<file path="src/hdl/json_string_unescaper_assert.svh">
// assertion macros shared by the rtl files
`ifndef JSON_STRING_UNESCAPER_ASSERT_SVH
`define JSON_STRING_UNESCAPER_ASSERT_SVH

`ifndef ASSERT_OFF
`define JSU_ASSERT(label, prop, msg) \
  label: assert property (@(posedge clk_i) disable iff (!rst_ni) prop) else $error(msg);
`define JSU_ASSERT_NEVER(label, cond, msg) \
  label: assert property (@(posedge clk_i) disable iff (!rst_ni) !(cond)) else $error(msg);
`else
`define JSU_ASSERT(label, prop, msg)
`define JSU_ASSERT_NEVER(label, cond, msg)
`endif

`endif

</file>
<file path="src/hdl/jsu_pkg.sv">
`default_nettype none

package jsu_pkg;

  typedef enum logic [2:0] {
    PH_NORMAL = 3'd0,
    PH_ESC    = 3'd1,
    PH_HEX0   = 3'd2,
    PH_HEX1   = 3'd3,
    PH_HEX2   = 3'd4,
    PH_HEX3   = 3'd5,
    PH_DROP   = 3'd6
  } jsu_phase_e;

  localparam logic [7:0] CH_QUOTE     = 8'h22;
  localparam logic [7:0] CH_BACKSLASH = 8'h5C;
  localparam logic [7:0] CH_SLASH     = 8'h2F;
  localparam logic [7:0] CH_LOW_B     = 8'h62;
  localparam logic [7:0] CH_LOW_F     = 8'h66;
  localparam logic [7:0] CH_LOW_N     = 8'h6E;
  localparam logic [7:0] CH_LOW_R     = 8'h72;
  localparam logic [7:0] CH_LOW_T     = 8'h74;
  localparam logic [7:0] CH_LOW_U     = 8'h75;
  localparam logic [7:0] CH_BS        = 8'h08;
  localparam logic [7:0] CH_FF        = 8'h0C;
  localparam logic [7:0] CH_LF        = 8'h0A;
  localparam logic [7:0] CH_CR        = 8'h0D;
  localparam logic [7:0] CH_TAB       = 8'h09;

  localparam logic [15:0] CP_ONE_MAX = 16'h007F;
  localparam logic [15:0] CP_TWO_MAX = 16'h07FF;
  localparam logic [7:0]  LEAD_TWO   = 8'hC0;
  localparam logic [7:0]  LEAD_THREE = 8'hE0;
  localparam logic [7:0]  CONT_MARK  = 8'h80;

  localparam logic [1:0] CNT_ONE   = 2'd1;
  localparam logic [1:0] CNT_TWO   = 2'd2;
  localparam logic [1:0] CNT_THREE = 2'd3;

  // result group for one request: up to three bytes, sent byte 0 first
  typedef struct packed {
    logic            valid;
    logic            error;
    logic            last;
    logic [1:0]      count;
    logic [2:0][7:0] bytes;
  } jsu_grp_t;

  // {ok, digit}
  function automatic logic [4:0] hex_decode(input logic [7:0] c);
    logic [4:0] r;
    r = 5'd0;
    if (c >= 8'h30 && c <= 8'h39) begin
      r = {1'b1, 4'(c - 8'h30)};
    end else if (c >= 8'h61 && c <= 8'h66) begin
      r = {1'b1, 4'(c - 8'h57)};
    end else if (c >= 8'h41 && c <= 8'h46) begin
      r = {1'b1, 4'(c - 8'h37)};
    end
    return r;
  endfunction

  // {ok, mapped byte} for single-letter escapes
  function automatic logic [8:0] esc_map(input logic [7:0] c);
    logic [8:0] r;
    r = 9'd0;
    case (c)
      CH_QUOTE:     r = {1'b1, CH_QUOTE};
      CH_BACKSLASH: r = {1'b1, CH_BACKSLASH};
      CH_SLASH:     r = {1'b1, CH_SLASH};
      CH_LOW_B:     r = {1'b1, CH_BS};
      CH_LOW_F:     r = {1'b1, CH_FF};
      CH_LOW_N:     r = {1'b1, CH_LF};
      CH_LOW_R:     r = {1'b1, CH_CR};
      CH_LOW_T:     r = {1'b1, CH_TAB};
      default:      r = 9'd0;
    endcase
    return r;
  endfunction

endpackage

`default_nettype wire

</file>
<file path="src/hdl/jsu_in_if.sv">
`default_nettype none

interface jsu_in_if;
  logic       valid;
  logic       ready;
  logic [7:0] in_byte;
  logic       end_of_string;

  modport source (output valid, output in_byte, output end_of_string, input ready);
  modport sink (input valid, input in_byte, input end_of_string, output ready);
endinterface

`default_nettype wire

</file>
<file path="src/hdl/jsu_out_if.sv">
`default_nettype none

interface jsu_out_if;
  logic       valid;
  logic       ready;
  logic [7:0] out_byte;
  logic       error;
  logic       last;

  modport source (output valid, output out_byte, output error, output last, input ready);
  modport sink (input valid, input out_byte, input error, input last, output ready);
endinterface

`default_nettype wire

</file>
<file path="src/hdl/jsu_step.sv">
`default_nettype none

module jsu_step (
  input  logic             clk_i,
  input  logic             rst_ni,
  input  logic             accept_i,
  input  logic [7:0]       byte_i,
  input  logic             eos_i,
  output jsu_pkg::jsu_grp_t res_o
);
  import jsu_pkg::*;

  `include "json_string_unescaper_assert.svh"

  jsu_phase_e  phase_q, phase_d;
  logic [11:0] acc_q, acc_d;

  logic        hex_ok;
  logic [3:0]  hex_d;
  logic        esc_ok;
  logic [7:0]  esc_b;
  logic [15:0] cp;

  assign {hex_ok, hex_d} = hex_decode(byte_i);
  assign {esc_ok, esc_b} = esc_map(byte_i);
  assign cp = {acc_q, hex_d};

  // next state
  always_comb begin
    phase_d = phase_q;
    acc_d   = acc_q;
    if (accept_i) begin
      unique case (phase_q)
        PH_DROP: begin
          if (eos_i) phase_d = PH_NORMAL;
        end
        PH_ESC: begin
          if (esc_ok) begin
            phase_d = PH_NORMAL;
          end else if (byte_i == CH_LOW_U && !eos_i) begin
            phase_d = PH_HEX0;
            acc_d   = '0;
          end else begin
            phase_d = (eos_i || byte_i == CH_LOW_U) ? PH_NORMAL : PH_DROP;
            acc_d   = '0;
          end
        end
        PH_HEX0, PH_HEX1, PH_HEX2: begin
          if (!hex_ok) begin
            phase_d = eos_i ? PH_NORMAL : PH_DROP;
            acc_d   = '0;
          end else if (eos_i) begin
            phase_d = PH_NORMAL;
            acc_d   = '0;
          end else begin
            phase_d = jsu_phase_e'(phase_q + 3'd1);
            acc_d   = {acc_q[7:0], hex_d};
          end
        end
        PH_HEX3: begin
          phase_d = (!hex_ok && !eos_i) ? PH_DROP : PH_NORMAL;
          acc_d   = '0;
        end
        default: begin
          phase_d = (byte_i == CH_BACKSLASH && !eos_i) ? PH_ESC : PH_NORMAL;
          if (byte_i == CH_BACKSLASH) acc_d = '0;
        end
      endcase
    end
  end

  // result group
  always_comb begin
    res_o       = '0;
    res_o.last  = eos_i;
    res_o.count = CNT_ONE;
    if (accept_i) begin
      unique case (phase_q)
        PH_DROP: begin
          res_o.valid = 1'b0;
        end
        PH_ESC: begin
          if (esc_ok) begin
            res_o.valid    = 1'b1;
            res_o.bytes[0] = esc_b;
          end else if (byte_i != CH_LOW_U || eos_i) begin
            res_o.valid = 1'b1;
            res_o.error = 1'b1;
            res_o.last  = 1'b1;
          end
        end
        PH_HEX0, PH_HEX1, PH_HEX2: begin
          if (!hex_ok || eos_i) begin
            res_o.valid = 1'b1;
            res_o.error = 1'b1;
            res_o.last  = 1'b1;
          end
        end
        PH_HEX3: begin
          res_o.valid = 1'b1;
          if (!hex_ok) begin
            res_o.error = 1'b1;
            res_o.last  = 1'b1;
          end else if (cp <= CP_ONE_MAX) begin
            res_o.bytes[0] = cp[7:0];
          end else if (cp <= CP_TWO_MAX) begin
            res_o.count    = CNT_TWO;
            res_o.bytes[0] = LEAD_TWO | {3'd0, cp[10:6]};
            res_o.bytes[1] = CONT_MARK | {2'd0, cp[5:0]};
          end else begin
            res_o.count    = CNT_THREE;
            res_o.bytes[0] = LEAD_THREE | {4'd0, cp[15:12]};
            res_o.bytes[1] = CONT_MARK | {2'd0, cp[11:6]};
            res_o.bytes[2] = CONT_MARK | {2'd0, cp[5:0]};
          end
        end
        default: begin
          if (byte_i != CH_BACKSLASH) begin
            res_o.valid    = 1'b1;
            res_o.bytes[0] = byte_i;
          end else if (eos_i) begin
            res_o.valid = 1'b1;
            res_o.error = 1'b1;
            res_o.last  = 1'b1;
          end
        end
      endcase
    end
  end

  always_ff @(posedge clk_i or negedge rst_ni) begin
    if (!rst_ni) begin
      phase_q <= PH_NORMAL;
      acc_q   <= '0;
    end else begin
      phase_q <= phase_d;
      acc_q   <= acc_d;
    end
  end

  `JSU_ASSERT_NEVER(drop_is_silent, accept_i && phase_q == PH_DROP && res_o.valid, "result while dropping")
  `JSU_ASSERT(end_clears_escape, accept_i && eos_i |=> phase_q == PH_NORMAL, "escape pending across strings")
  `JSU_ASSERT_NEVER(phase_in_range, phase_q > PH_DROP, "unused escape phase")

endmodule

`default_nettype wire

</file>
<file path="src/hdl/json_string_unescaper.sv">
// json string unescaper
// in_i carries the raw bytes of an escaped json string body, one byte per
// request, with end_of_string on the final byte of each string. out_o
// carries the unescaped bytes; \u escapes come out as one to three utf-8
// bytes. a malformed escape, or a string that ends inside an escape, gives
// one request with error and last set, and the rest of that string is
// dropped. last marks the final result request of each string.
// a byte that produces output shows its first result in the cycle after
// it is taken. a new input byte is taken every cycle as long as the
// previous byte's result group is empty or is finishing in that cycle, so
// plain text flows at one byte per cycle; a \u escape that expands to more
// than one byte holds the input while the group register drains.
// when the receiver stalls the result group register holds its byte and
// the input is held off once that register is full.
// reset clears the escape state and discards any pending result.
`default_nettype none

module json_string_unescaper (
  input  logic clk_i,
  input  logic rst_ni,
  jsu_in_if.sink    in_i,
  jsu_out_if.source out_o
);
  import jsu_pkg::*;

  `include "json_string_unescaper_assert.svh"

  jsu_grp_t   res;
  jsu_grp_t   grp_q, grp_d;
  logic [1:0] idx_q, idx_d;
  logic       accept;
  logic       pop;
  logic       pop_final;
  logic       idx_final;

  assign idx_final = (idx_q == grp_q.count - 2'd1);
  assign pop       = out_o.valid && out_o.ready;
  assign pop_final = pop && idx_final;
  assign in_i.ready = !grp_q.valid || pop_final;
  assign accept    = in_i.valid && in_i.ready;

  jsu_step u_step (
    .clk_i    (clk_i),
    .rst_ni   (rst_ni),
    .accept_i (accept),
    .byte_i   (in_i.in_byte),
    .eos_i    (in_i.end_of_string),
    .res_o    (res)
  );

  always_comb begin
    grp_d = grp_q;
    idx_d = idx_q;
    if (accept && res.valid) begin
      grp_d = res;
      idx_d = '0;
    end else if (pop_final) begin
      grp_d.valid = 1'b0;
      idx_d       = '0;
    end else if (pop) begin
      idx_d = idx_q + 2'd1;
    end
  end

  always_ff @(posedge clk_i or negedge rst_ni) begin
    if (!rst_ni) begin
      grp_q <= '0;
      idx_q <= '0;
    end else begin
      grp_q <= grp_d;
      idx_q <= idx_d;
    end
  end

  assign out_o.valid = grp_q.valid;
  assign out_o.error = grp_q.error;
  assign out_o.last  = grp_q.last && idx_final;

  always_comb begin
    case (idx_q)
      2'd0:    out_o.out_byte = grp_q.bytes[0];
      2'd1:    out_o.out_byte = grp_q.bytes[1];
      default: out_o.out_byte = grp_q.bytes[2];
    endcase
  end

  `JSU_ASSERT_NEVER(grp_nonempty, grp_q.valid && grp_q.count == 2'd0, "empty result group")
  `JSU_ASSERT(err_single, grp_q.valid && grp_q.error |-> grp_q.count == CNT_ONE && grp_q.last, "error group malformed")
  `JSU_ASSERT(idx_in_range, grp_q.valid |-> idx_q < grp_q.count, "byte index beyond group")
  `JSU_ASSERT(stall_holds_idx, out_o.valid && !out_o.ready |=> $stable(idx_q) && out_o.valid, "stalled group moved")

endmodule

`default_nettype wire

</file>
<file path="src/flat_wrapper.sv">
// flat-port wrapper written by rule: the top's interface ports become plain ports
module json_string_unescaper_flat import jsu_pkg::*;
  (clk_i, rst_ni, in_i_valid, in_i_in_byte, in_i_end_of_string, in_i_ready, out_o_valid, out_o_out_byte, out_o_error, out_o_last, out_o_ready);
  jsu_in_if in_i_i ();
  jsu_out_if out_o_i ();
  input  logic clk_i;
  input  logic rst_ni;
  input wire logic [$bits(in_i_i.valid)-1:0] in_i_valid;
  input wire logic [$bits(in_i_i.in_byte)-1:0] in_i_in_byte;
  input wire logic [$bits(in_i_i.end_of_string)-1:0] in_i_end_of_string;
  output wire logic [$bits(in_i_i.ready)-1:0] in_i_ready;
  output wire logic [$bits(out_o_i.valid)-1:0] out_o_valid;
  output wire logic [$bits(out_o_i.out_byte)-1:0] out_o_out_byte;
  output wire logic [$bits(out_o_i.error)-1:0] out_o_error;
  output wire logic [$bits(out_o_i.last)-1:0] out_o_last;
  input wire logic [$bits(out_o_i.ready)-1:0] out_o_ready;
  assign in_i_i.valid = in_i_valid;
  assign in_i_i.in_byte = in_i_in_byte;
  assign in_i_i.end_of_string = in_i_end_of_string;
  assign in_i_ready = in_i_i.ready;
  assign out_o_valid = out_o_i.valid;
  assign out_o_out_byte = out_o_i.out_byte;
  assign out_o_error = out_o_i.error;
  assign out_o_last = out_o_i.last;
  assign out_o_i.ready = out_o_ready;
  json_string_unescaper u_core (.clk_i(clk_i), .rst_ni(rst_ni), .in_i(in_i_i), .out_o(out_o_i));
endmodule
</file>
<file path="config.mk">
export PLATFORM = sky130hd
export DESIGN_NAME = json_string_unescaper_flat
export DESIGN_NICKNAME = d
export VERILOG_FILES = /design/src/hdl/jsu_pkg.sv /design/src/hdl/jsu_in_if.sv /design/src/hdl/jsu_out_if.sv /design/src/hdl/jsu_step.sv /design/src/hdl/json_string_unescaper.sv /design/src/flat_wrapper.sv
export VERILOG_INCLUDE_DIRS = /design/src /design/src/hdl
export SDC_FILE = /design/constraint.sdc
export NUM_CORES = 1
export LEC_CHECK = 0
export BUFFER_PORTS_ARGS = -buffer_cell sky130_fd_sc_hd__buf_4
export CORE_MARGIN = 1.5
export CORE_UTILIZATION = 45
export DETAILED_ROUTE_END_ITERATION = 12
export PLACE_DENSITY_LB_ADDON = 0.12
export SYNTH_ARGS = -nofsm -noshare
export SYNTH_HDL_FRONTEND = slang
export SYNTH_SLANG_ARGS = --single-unit
</file>
<file path="constraint.sdc">
create_clock -name clk_i -period 2.4 [get_ports clk_i]
set_input_delay 0.48 -clock clk_i [delete_from_list [all_inputs] [get_ports clk_i]]
set_output_delay 0.48 -clock clk_i [all_outputs]
set_load 0.005 [all_outputs]
</file>
# Word-level counts from Yosys, hierarchy flattened
# Index checks and enable logic that the tools add are counted.
# word_totals
register_bits	46
out_inout_bits	12
word_cells	118
# classes
n_addsub	6
n_lt_le_gt_ge	8
n_eq_ne	21
mux	46
bitwise_logic	1
reduce_logical	26
# ops
op	count
9-bit case mux with 8 select lines	1
8-bit by 7-bit == test with 1-bit output (second input constant)	7
12-bit two-way mux	4
12-bit case mux with 4 select lines	1
18-bit two-way mux	2
3-bit two-way mux	11
8-bit two-way mux	4
29-bit two-way mux	1
26-bit two-way mux	1
8-bit case mux with 3 select lines	1
8-bit by 6-bit == test with 1-bit output (second input constant)	2
8-bit by 7-bit greater-or-equal comparator with 1-bit output (second input constant)	2
16-bit by 11-bit <= comparator with 1-bit output (second input constant)	1
16-bit by 7-bit <= comparator with 1-bit output (second input constant)	1
8-bit by 7-bit <= comparator with 1-bit output (second input constant)	2
8-bit by 7-bit != test with 1-bit output (second input constant)	2
8-bit case mux with 2 select lines	1
5-bit two-way mux	3
14-bit two-way mux	1
2-bit two-way mux	6
3-bit case mux with 4 select lines	1
1-bit logical AND	11
3-bit == test (second input constant)	3
8-bit by 6-bit greater-or-equal comparator with 1-bit output (second input constant)	1
other kinds (25)	38

# Longest topological paths before layout
# Gate-level depths: netlist of run 1.
# depth
word_depth	13
mapped_depth	10
ltp_nobuf	8

# Cells and area by module
# A second synthesis of run 1 with hierarchy kept.
# unflattened
hier_cells	346
hier_area_um2	3168.0
# modules_own_cells
module	n_inst	cells_each	area_per_inst_um2
jsu_step	1	230	1736.7
json_string_unescaper	1	116	1431.4

# Worst setup path after synthesis of run 1
# OpenSTA, ideal clock, no wires.
# synth_timing
path_kind	input to register
startpoint	input port in_i_in_byte[1]
endpoint	register u_core.grp_q[0] (netlist bit)
setup_time_ns	0.125
arrival_ns	2.396
slack_ns	-0.121
path_stages	10
n_path_buf	2
path_cell_list	inv_1 ha_1 inv_1 or4b_1 nor4b_2 o22a_2 a21o_1 buf_6 buf_12 mux2_4
# synth_via
elab_chain_len	11
elab_cells_between_ends	44
classes_between	add/sub (3); order compare (8); eq/ne (10); mux (16); reduce/logical (7)
# synth_rtl
element	line_no	rtl
start, declared	flat_wrapper.sv:9	input wire logic [$bits(in_i_i.in_byte)-1:0] in_i_in_byte;
8-bit by 7-bit greater-or-equal comparator with 1-bit output or 8-bit by 7-bit <= comparator with 1-bit output (tied branches)	jsu_pkg.sv:57	end else if (c >= 8'h41 && c <= 8'h46) begin
1-bit logical AND	jsu_pkg.sv:57	
5-bit two-way mux	jsu_pkg.sv:57	
5-bit two-way mux	jsu_pkg.sv:55	end else if (c >= 8'h61 && c <= 8'h66) begin
5-bit two-way mux	jsu_pkg.sv:53	if (c >= 8'h30 && c <= 8'h39) begin
16-bit by 11-bit <= comparator with 1-bit output or 1-bit logical NOT (tied branches)	n/a	
14-bit two-way mux or 1-bit logical OR (tied branches)	jsu_step.sv:106, jsu_step.sv:93	
8-bit two-way mux or 3-bit two-way mux (tied branches)	jsu_step.sv:104, jsu_step.sv:93	
26-bit two-way mux or 1-bit case mux with 4 select lines (tied branches)	jsu_step.sv:101, jsu_step.sv:78	
8-bit case mux with 3 select lines or 29-bit two-way mux (tied branches)	jsu_step.sv:78, jsu_step.sv:77	
29-bit two-way mux *	jsu_step.sv:77	if (accept_i) begin
end signal, assigned	json_string_unescaper.sv:70	grp_q <= grp_d;
end, declared	json_string_unescaper.sv:29	jsu_grp_t grp_q, grp_d;
# Every way passes the cells marked *; elsewhere a longest branch is shown, timed or not.
# A chain may end at the register's enable or synchronous reset.

# Final worst setup path of run 1
# layout_timing
startpoint	input port in_i_in_byte[1]
endpoint	register u_core.grp_q[10] (netlist bit)
# layout_via
elab_chain_len	11
elab_cells_between_ends	42
classes_between	add/sub (3); order compare (8); eq/ne (10); mux (14); reduce/logical (7)
# layout_rtl
element	line_no
8-bit by 7-bit greater-or-equal comparator with 1-bit output or 8-bit by 7-bit <= comparator with 1-bit output (tied branches)	jsu_pkg.sv:57
1-bit logical AND	jsu_pkg.sv:57
5-bit two-way mux	jsu_pkg.sv:57
5-bit two-way mux	jsu_pkg.sv:55
5-bit two-way mux	jsu_pkg.sv:53
16-bit by 11-bit <= comparator with 1-bit output or 1-bit logical NOT (tied branches)	n/a
14-bit two-way mux or 1-bit logical OR (tied branches)	jsu_step.sv:106, jsu_step.sv:93
18-bit two-way mux or 3-bit two-way mux (tied branches)	jsu_step.sv:104, jsu_step.sv:93
26-bit two-way mux or 1-bit case mux with 4 select lines (tied branches)	jsu_step.sv:101, jsu_step.sv:78
18-bit two-way mux or 29-bit two-way mux (tied branches)	jsu_step.sv:78, jsu_step.sv:77
29-bit two-way mux *	jsu_step.sv:77
# Marked as above.

==> run_results.csv, run 1 <==
group,metric,value,unit
yosys,ys_seq_elements,43,
timing,finClkSkew,6.45,ps
pwr,leakagePower,1.84,nW
route,drt_first_pass_iters,5,
timing,clock.fmax,0.431,GHz
setup_path,path_cells,"buf_4 > inv_2 > ha_4 > inv_1 > or4b_4 > nor4b_2 > o22a_2 > a21o_1 > buf_12 > mux2_2",
clock_network,clkTransAtPathRegs,80,ps
min_path,hold_class,"primary input to asynchronous set/reset pin",
setup_path,crit_arrival,2510,ps
pwr,internal_power,0.00173,W
die,ios,25,
place,dp_hpwl,6280,µm
global_routing,use_met3,3.62,%
status,outcome,"complete, no violations",
yosys,synth-edff-count,0,
pwr,p_clk_share,17.7,%
pwr,p_seq_share,33.3,%
global_routing,grt_max_degree,44,
yosys,async_flop_share,100,%
finish,area_growth,26.0,%
setup_path,crit_slowest_cell,"or4b_4",
setup_path,cp_max_fo,23,
clock_network,insertion_delay,300,ps
yosys,synth_top_family_by_area,"simple AND/OR/NAND/NOR gates",
finish,layout_commonest_cell,"buf_4",
yosys,synth_mux_area_share,14.3,%
place,place.gp.congestion,0.856,
timing,worst_slew_pin_slew,566,ps
finish,nNetsFinal,449,
setup_path,rr_endpoint,"u_core.grp_q[10]$_DFFE_PN0P_",
die,die_x,86.6,µm
yosys,synth_cell_type_count,61,
timing,layout_min_cycle_time,2320,ps
yosys,avgSynthCellArea,8.96,µm²
pwr,swShare,36.8,%
setup_path,timing.rr.start,"u_core.u_step.phase_q[1]$_DFFE_PN0P_",
clock_network,clock-sinks,43,
route,drc,0,
global_routing,track_usage,23.0,%
yosys,synthCells,351,
die,die_h,86.6,µm
route,finalWirelength,8080,µm
yosys,synthSimpleGateAreaFrac,23.2,%
global_routing,grt_pass1_wl,13500,µm
setup_path,worstSetupEndpointType,"flip-flop",
clock_network,cts_resized,0,
clock_network,max-clock-path-buffers,2,
route,viasPerCell,5.52,
pwr,p_sw,0.00101,W
yosys,synth-seq-area-share,34.2,%
global_routing,grt_overflow,0,
setup_path,critPathKind,"primary input to flip-flop",
die,core_area,6790,µm²
yosys,synthAdderAreaFrac,3.98,%
timing,fin_crit_sh,96.7,%
timing,setup_viol,0,
pwr,share_comb_of_total_power,49.0,%
setup_path,r2r_setup_slack,160,ps
yosys,synth_compound_area_share,17.2,%
global_routing,grt_antenna_before_repair,0,
clock_network,clockRootBuffer,"clkbuf_8",
setup_path,cp_top_family,"simple AND/OR/NAND/NOR gates",
die,dieArea,7500,µm²
yosys,ys_warn_count,0,
yosys,synth_nets,374,
global_routing,grt_pass1_vias,2729,
route,ant_nets,0,
setup_path,path_buf_inv,4,
setup_path,cp.required,2590,ps
clock_network,cts_buffers,5,
yosys,ys.flop_type,"dfrtp_1",
timing,hold_viol_final,0,
die,start_util,46.3,%
pwr,power.density,692,nW/µm²
finish,final_design_area_no_fill,3960,µm²
yosys,synth-xor-area-share,0.557,%
run,cap_violations,0,
setup_path,worstSetupStartpointType,"primary input",
global_routing,gr-usage-met2,35.8,%
finish,diodes,0,
clock_network,htree_levels,2,
pwr,vdd_ir_drop_max,0.000319,V
timing,slew_viol_final,0,
global_routing,grt_busiest_layer,"met2",
place,place_area,3840,µm²
timing,rsz0062_at_grt,"no",
place,io_buffers,24,
clock_network,cts_tree,"built",
global_routing,met1_usage,32.8,%
finish,layout_common_cells,"82 x buf_4, 49 x nand2_1, 43 x dfrtp_1",
timing,relSlewSlack,62.2,%
setup_path,cpPeakStageDelay,550,ps
pwr,power,0.00274,W
route,drt_iter0_drc,187,
die,rows,30,
setup_path,ff2ff_path_depth,9,
clock_network,ctsHoldBuffers,0,
clock_network,post_cts_buffers,0,
route,num_vias,2888,
finish,drive_gt1_share,30.7,%
yosys,syn-cell-area,3150,µm²
route,drt-wirelength-per-cell,15.4,µm
per-layer routing:
layer,wire length [µm],share of wire [%]
met1,3870,48
met2,3650,45
met3,383,4.7
met4,172,2.1
met5,0,0
synth_stat cells, types with 4 or more instances:
library cell	count	area share [%]
a21oi_1	14	2.2
nand2b_1	5	0.99
inv_1	27	3.2
nand2_1	49	5.8
ha_1	10	4.0
o211ai_1	5	1.2
a21o_1	4	0.95
a22oi_1	12	2.9
dfrtp_1	43	34
o21ai_0	9	1.4
buf_2	4	0.64
mux2i_1	16	5.1
and2_1	4	0.80
nor3b_1	6	1.4
nor2_1	24	2.9
nor2b_1	10	2.0
mux2_2	11	3.9
mux2_4	11	5.3
nor3_1	7	1.1
clkbuf_1	9	1.1
worst reg2reg max path, delay by kind of cell (launching register included):
family | cells | cell delay, ps
simple gates | 3 | 580
compound gates | 2 | 250
buf+inv | 2 | 280
flops | 1 | 430
mux | 1 | 360
fa+ha+maj | 1 | 210
flip-flops by register name, summed over array words and instances, names as in the netlist:
signal / count
u_core.grp_q: 24
u_core.u_step.acc_q: 12
u_core.u_step.phase_q: 3
u_core.idx_q: 2
u_core.out_o.error: 1
u_core.out_o.valid: 1
power by group through the flow:
| stage | Combinational (W) | Clock, W | Sequential (W) |
|---|---|---|---|
| 2_1_floorplan | 0.000842 | 0 | 0.000892 |
| 3_3_place_gp | 0.00131 | 0 | 0.000917 |
| 3_5_place_dp | 0.00132 | 0 | 0.000922 |
| 4_1_cts | 0.00133 | 0.000502 | 0.000908 |
| 5_1_grt | 0.00149 | 0.000532 | 0.000927 |
| 6_report | 0.00134 | 0.000485 | 0.000912 |
final cells by class:
cell class,count,area [µm²]
clock buffer,5,68.8
multi-input combinational,264,1910
clock inverter,3,23.8
timing repair buffer,85,667
tap,96,120
fill,600,2830
inverter,27,101
sequential,43,1080
cell families (layout without fill, tap and decap cells):
kind of cell | after synthesis | after routing
AND/OR/NAND/NOR | 137 | 137
AO/OA/AOI/OAI | 77 | 77
buffers and inverters | 44 | 120
flip-flops | 43 | 43
multiplexers | 38 | 38
adder cells (fa/ha/maj) | 10 | 10
XOR/XNOR | 2 | 2
stage by stage:
stage / hold slack [ps] / setup TNS, ps / utilization, % / cells / worst slack (ps)
after floorplan: 184 / -742 / - / 351 / -68.1
after global placement: 489 / -8020 / 56.5 / 515 / -233
after detailed placement: 496 / -9510 / 56.5 / 515 / -271
after CTS: 186 / 0 / 57.8 / 523 / 24.7
after global routing: 203 / 0 / 58.3 / 523 / 6.44
final: 165 / 0 / 58.3 / 523 / 79.3
worst max path at each step:
stage / from / to / slack (ps) / depth (start not counted)
final: in_i_in_byte[1] / u_core.grp_q[10]$_DFFE_PN0P_ / 80 / 10
after global routing: in_i_in_byte[1] / u_core.grp_q[23]$_DFFE_PN0P_ / 6 / 10
after CTS: u_core.idx_q[1]$_DFFE_PN0P_ / out_o_out_byte[2] / 20 / 6
after detailed placement: in_i_in_byte[1] / u_core.grp_q[10]$_DFFE_PN0P_ / -270 / 10
after global placement: in_i_in_byte[0] / u_core.grp_q[4]$_DFFE_PN0P_ / -230 / 10
after floorplan: in_i_in_byte[5] / u_core.grp_q[0]$_DFFE_PN0P_ / -70 / 9
(Power assumes the default switching activity.)
==> run 2, diff against run 1 <==
Settings changed: ABC_AREA from default to 1, CORE_UTILIZATION 45 to 61.
==> run_results.csv, run 2 <==
group,metric,value,unit
global_routing,grt_max_degree,44,
finish,area_growth,10.7,%
die,ios,25,
global_routing,track_usage,31.4,%
yosys,synth_top_area_share,34.2,%
setup_path,worstSetupStartpointType,"flip-flop",
clock_network,htree_levels,2,
place,dp_hpwl,6360,µm
global_routing,use_met3,8.70,%
finish,regMostFlops,"u_core.grp_q",
yosys,post-synth-top-area-cell,"dfrtp_1",
clock_network,clkTransAtPathRegs,100,ps
setup_path,worstSetupEndpointType,"output port",
clock_network,insertion_delay,300,ps
clock_network,clockRootBuffer,"clkbuf_8",
global_routing,grt_overflow,0,
finish,diodes,0,
yosys,syn-cell-area,3150,µm²
yosys,synth_common_cells,"139 x nand2_1, 52 x inv_1, 50 x nand3_1",
yosys,synth_area_leaders,"dfrtp_1 34%, nand2_1 17%, nand3_1 7.9%, o21ai_0 6.5%, inv_1 6.2%",
finish,final_design_area_no_fill,3490,µm²
route,drt_first_pass_iters,5,
pwr,leakagePower,1.83,nW
setup_path,cp_top_family,"flip-flops",
setup_path,critPathKind,"flip-flop to output port",
global_routing,grt_pass1_wl,13400,µm
yosys,ys.flop_type,"dfrtp_1",
yosys,ys_seq_elements,43,
timing,rsz0062_at_grt,"no",
yosys,synth-seq-area-share,34.2,%
setup_path,ff2ff_path_depth,11,
clock_network,cts_resized,0,
finish,layout_commonest_cell,"nand2_1",
timing,finClkSkew,17.0,ps
timing,clock.fmax,0.442,GHz
timing,fin_crit_sh,94.4,%
place,dp.cells,547,
finish,drive_gt1_share,15.6,%
pwr,vdd_ir_drop_max,0.000835,V
global_routing,grt_pass1_vias,2794,
pwr,power.density,1160,nW/µm²
place,place.gp.congestion,1.03,
setup_path,worst-path-stages,7,
die,core_area,4850,µm²
yosys,ys_warn_count,0,
die,die_h,74.9,µm
global_routing,met1_usage,43.0,%
clock_network,max-clock-path-buffers,2,
route,finalWirelength,8280,µm
global_routing,grt_antenna_before_repair,0,
clock_network,post_cts_buffers,0,
status,outcome,"complete, no violations",
timing,hold_viol_final,0,
route,num_vias,3164,
die,dieArea,5600,µm²
yosys,synth_cell_type_count,35,
place,io_buffers,24,
finish,largest_reg_flops,24,
timing,hold-worst-slack,143,ps
die,start_util,65.0,%
timing,slew_viol_final,0,
route,drc,0,
setup_path,crit_arrival,1780,ps
clock_network,ctsHoldBuffers,0,
timing,layout_min_cycle_time,2260,ps
finish,layout_common_cells,"139 x nand2_1, 52 x inv_1, 50 x nand3_1",
route,drt_iter0_drc,296,
yosys,synthCells,458,
finish,nNetsFinal,510,
timing,worst_slew_pin_slew,534,ps
setup_path,path_cells,"inv_1 > ha_1 > nor2_1 > buf_4 > a22oi_1 > nand2_1 > buf_4",
die,die_x,74.9,µm
yosys,synth_nets,481,
route,viasPerCell,5.70,
yosys,synth-edff-count,0,
yosys,yosysMostFrequentCell,"nand2_1",
global_routing,grt_busiest_layer,"met2",
run,cap_violations,0,
route,drt-wirelength-per-cell,14.9,µm
die,rows,25,
clock_network,cts_tree,"built",
finish,reg_top3,"u_core.grp_q (24), u_core.u_step.acc_q (12), u_core.u_step.phase_q (3)",
timing,setup_viol,0,
route,ant_nets,0,
setup_path,cp.required,1920,ps
setup_path,crit_slowest_cell,"dfrtp_1",
finish,layout.cells.non_filler,555,
timing,relSlewSlack,64.4,%
min_path,hold_class,"primary input to asynchronous set/reset pin",
timing,fin_tns_setup,0,ps
yosys,async_flop_share,100,%
setup_path,path_buf_inv,3,
clock_network,clock-sinks,43,
setup_path,cp_max_fo,4,
global_routing,gr-usage-met2,49.1,%
setup_path,cpPeakStageDelay,430,ps
place,place_area,3400,µm²
setup_path,cpMostUsedCell,"buf_4",
clock_network,cts_buffers,5,
yosys,avgSynthCellArea,6.88,µm²
## run 2: kinds of logic after synthesis
kind of cell	after synthesis	synth area share, %
AND/OR/NAND/NOR	258	38.1
AO/OA/AOI/OAI	74	13.2
buffers and inverters	70	9.77
flip-flops	43	34.2
adder cells (fa/ha/maj)	10	3.97
XOR/XNOR	3	0.834
## run 2: final cells by class
| class | count | area [µm²] |
|---|---|---|
| fillers | 426 | 1360 |
| well taps | 67 | 83.8 |
| repair buffers | 34 | 255 |
| clock buffers | 6 | 72.6 |
| inverters | 58 | 218 |
| multi-input cells | 345 | 1770 |
| flip-flops and latches | 43 | 1080 |
| clock inverters | 2 | 12.5 |
## run 2: where the power goes
| group | internal (W) | total [W] | switching [W] |
|---|---|---|---|
| Sequential | 0.000908 | 0.00105 | 0.000138 |
| Combinational | 0.000921 | 0.00254 | 0.00162 |
| Clock | 0.000204 | 0.000466 | 0.000263 |
## run 2: worst paths after layout
path | start | end | slack, ps
setup / recovery | u_core.idx_q[0]$_DFFE_PN0P_ | out_o_out_byte[0] | 140
hold / removal | rst_ni | u_core.grp_q[2]$_DFFE_PN0P_ | 140
setup reg to reg | u_core.u_step.phase_q[0]$_DFFE_PN0P_ | u_core.idx_q[0]$_DFFE_PN0P_ | 240
hold reg to reg | u_core.out_o.error$_DFFE_PN0P_ | u_core.out_o.error$_DFFE_PN0P_ | 480
max in group asynchronous | rst_ni | u_core.u_step.acc_q[9]$_DFFE_PN0P_ | 1870
min in group clk_i | u_core.out_o.error$_DFFE_PN0P_ | u_core.out_o.error$_DFFE_PN0P_ | 480
## run 2: per-layer routing
metal | wire, µm | part of all wire, %
met1 | 3720 | 45
met2 | 3780 | 46
met3 | 634 | 7.7
met4 | 138 | 1.7
met5 | 0 | 0
## run 2: worst register-to-register path, delay by kind of cell, from the launching register on
family	cells	cell delay [ps]
and+or+nand+nor	6	990
buffers and inverters	3	320
AOI/OAI and AO/OA	1	160
DFF	1	420
adders and majority gates	1	210
## run 2: metrics by stage
step | setup WS [ps] | utilization (%) | total power [W]
after floorplan | 485 | - | 0.00285
after global placement | 157 | 70.1 | 0.00353
after detailed placement | -31.3 | 70.1 | 0.00355
after CTS | 115 | 71.9 | 0.00402
after global routing | 15.8 | 71.9 | 0.00443
final | 135 | 71.9 | 0.00405
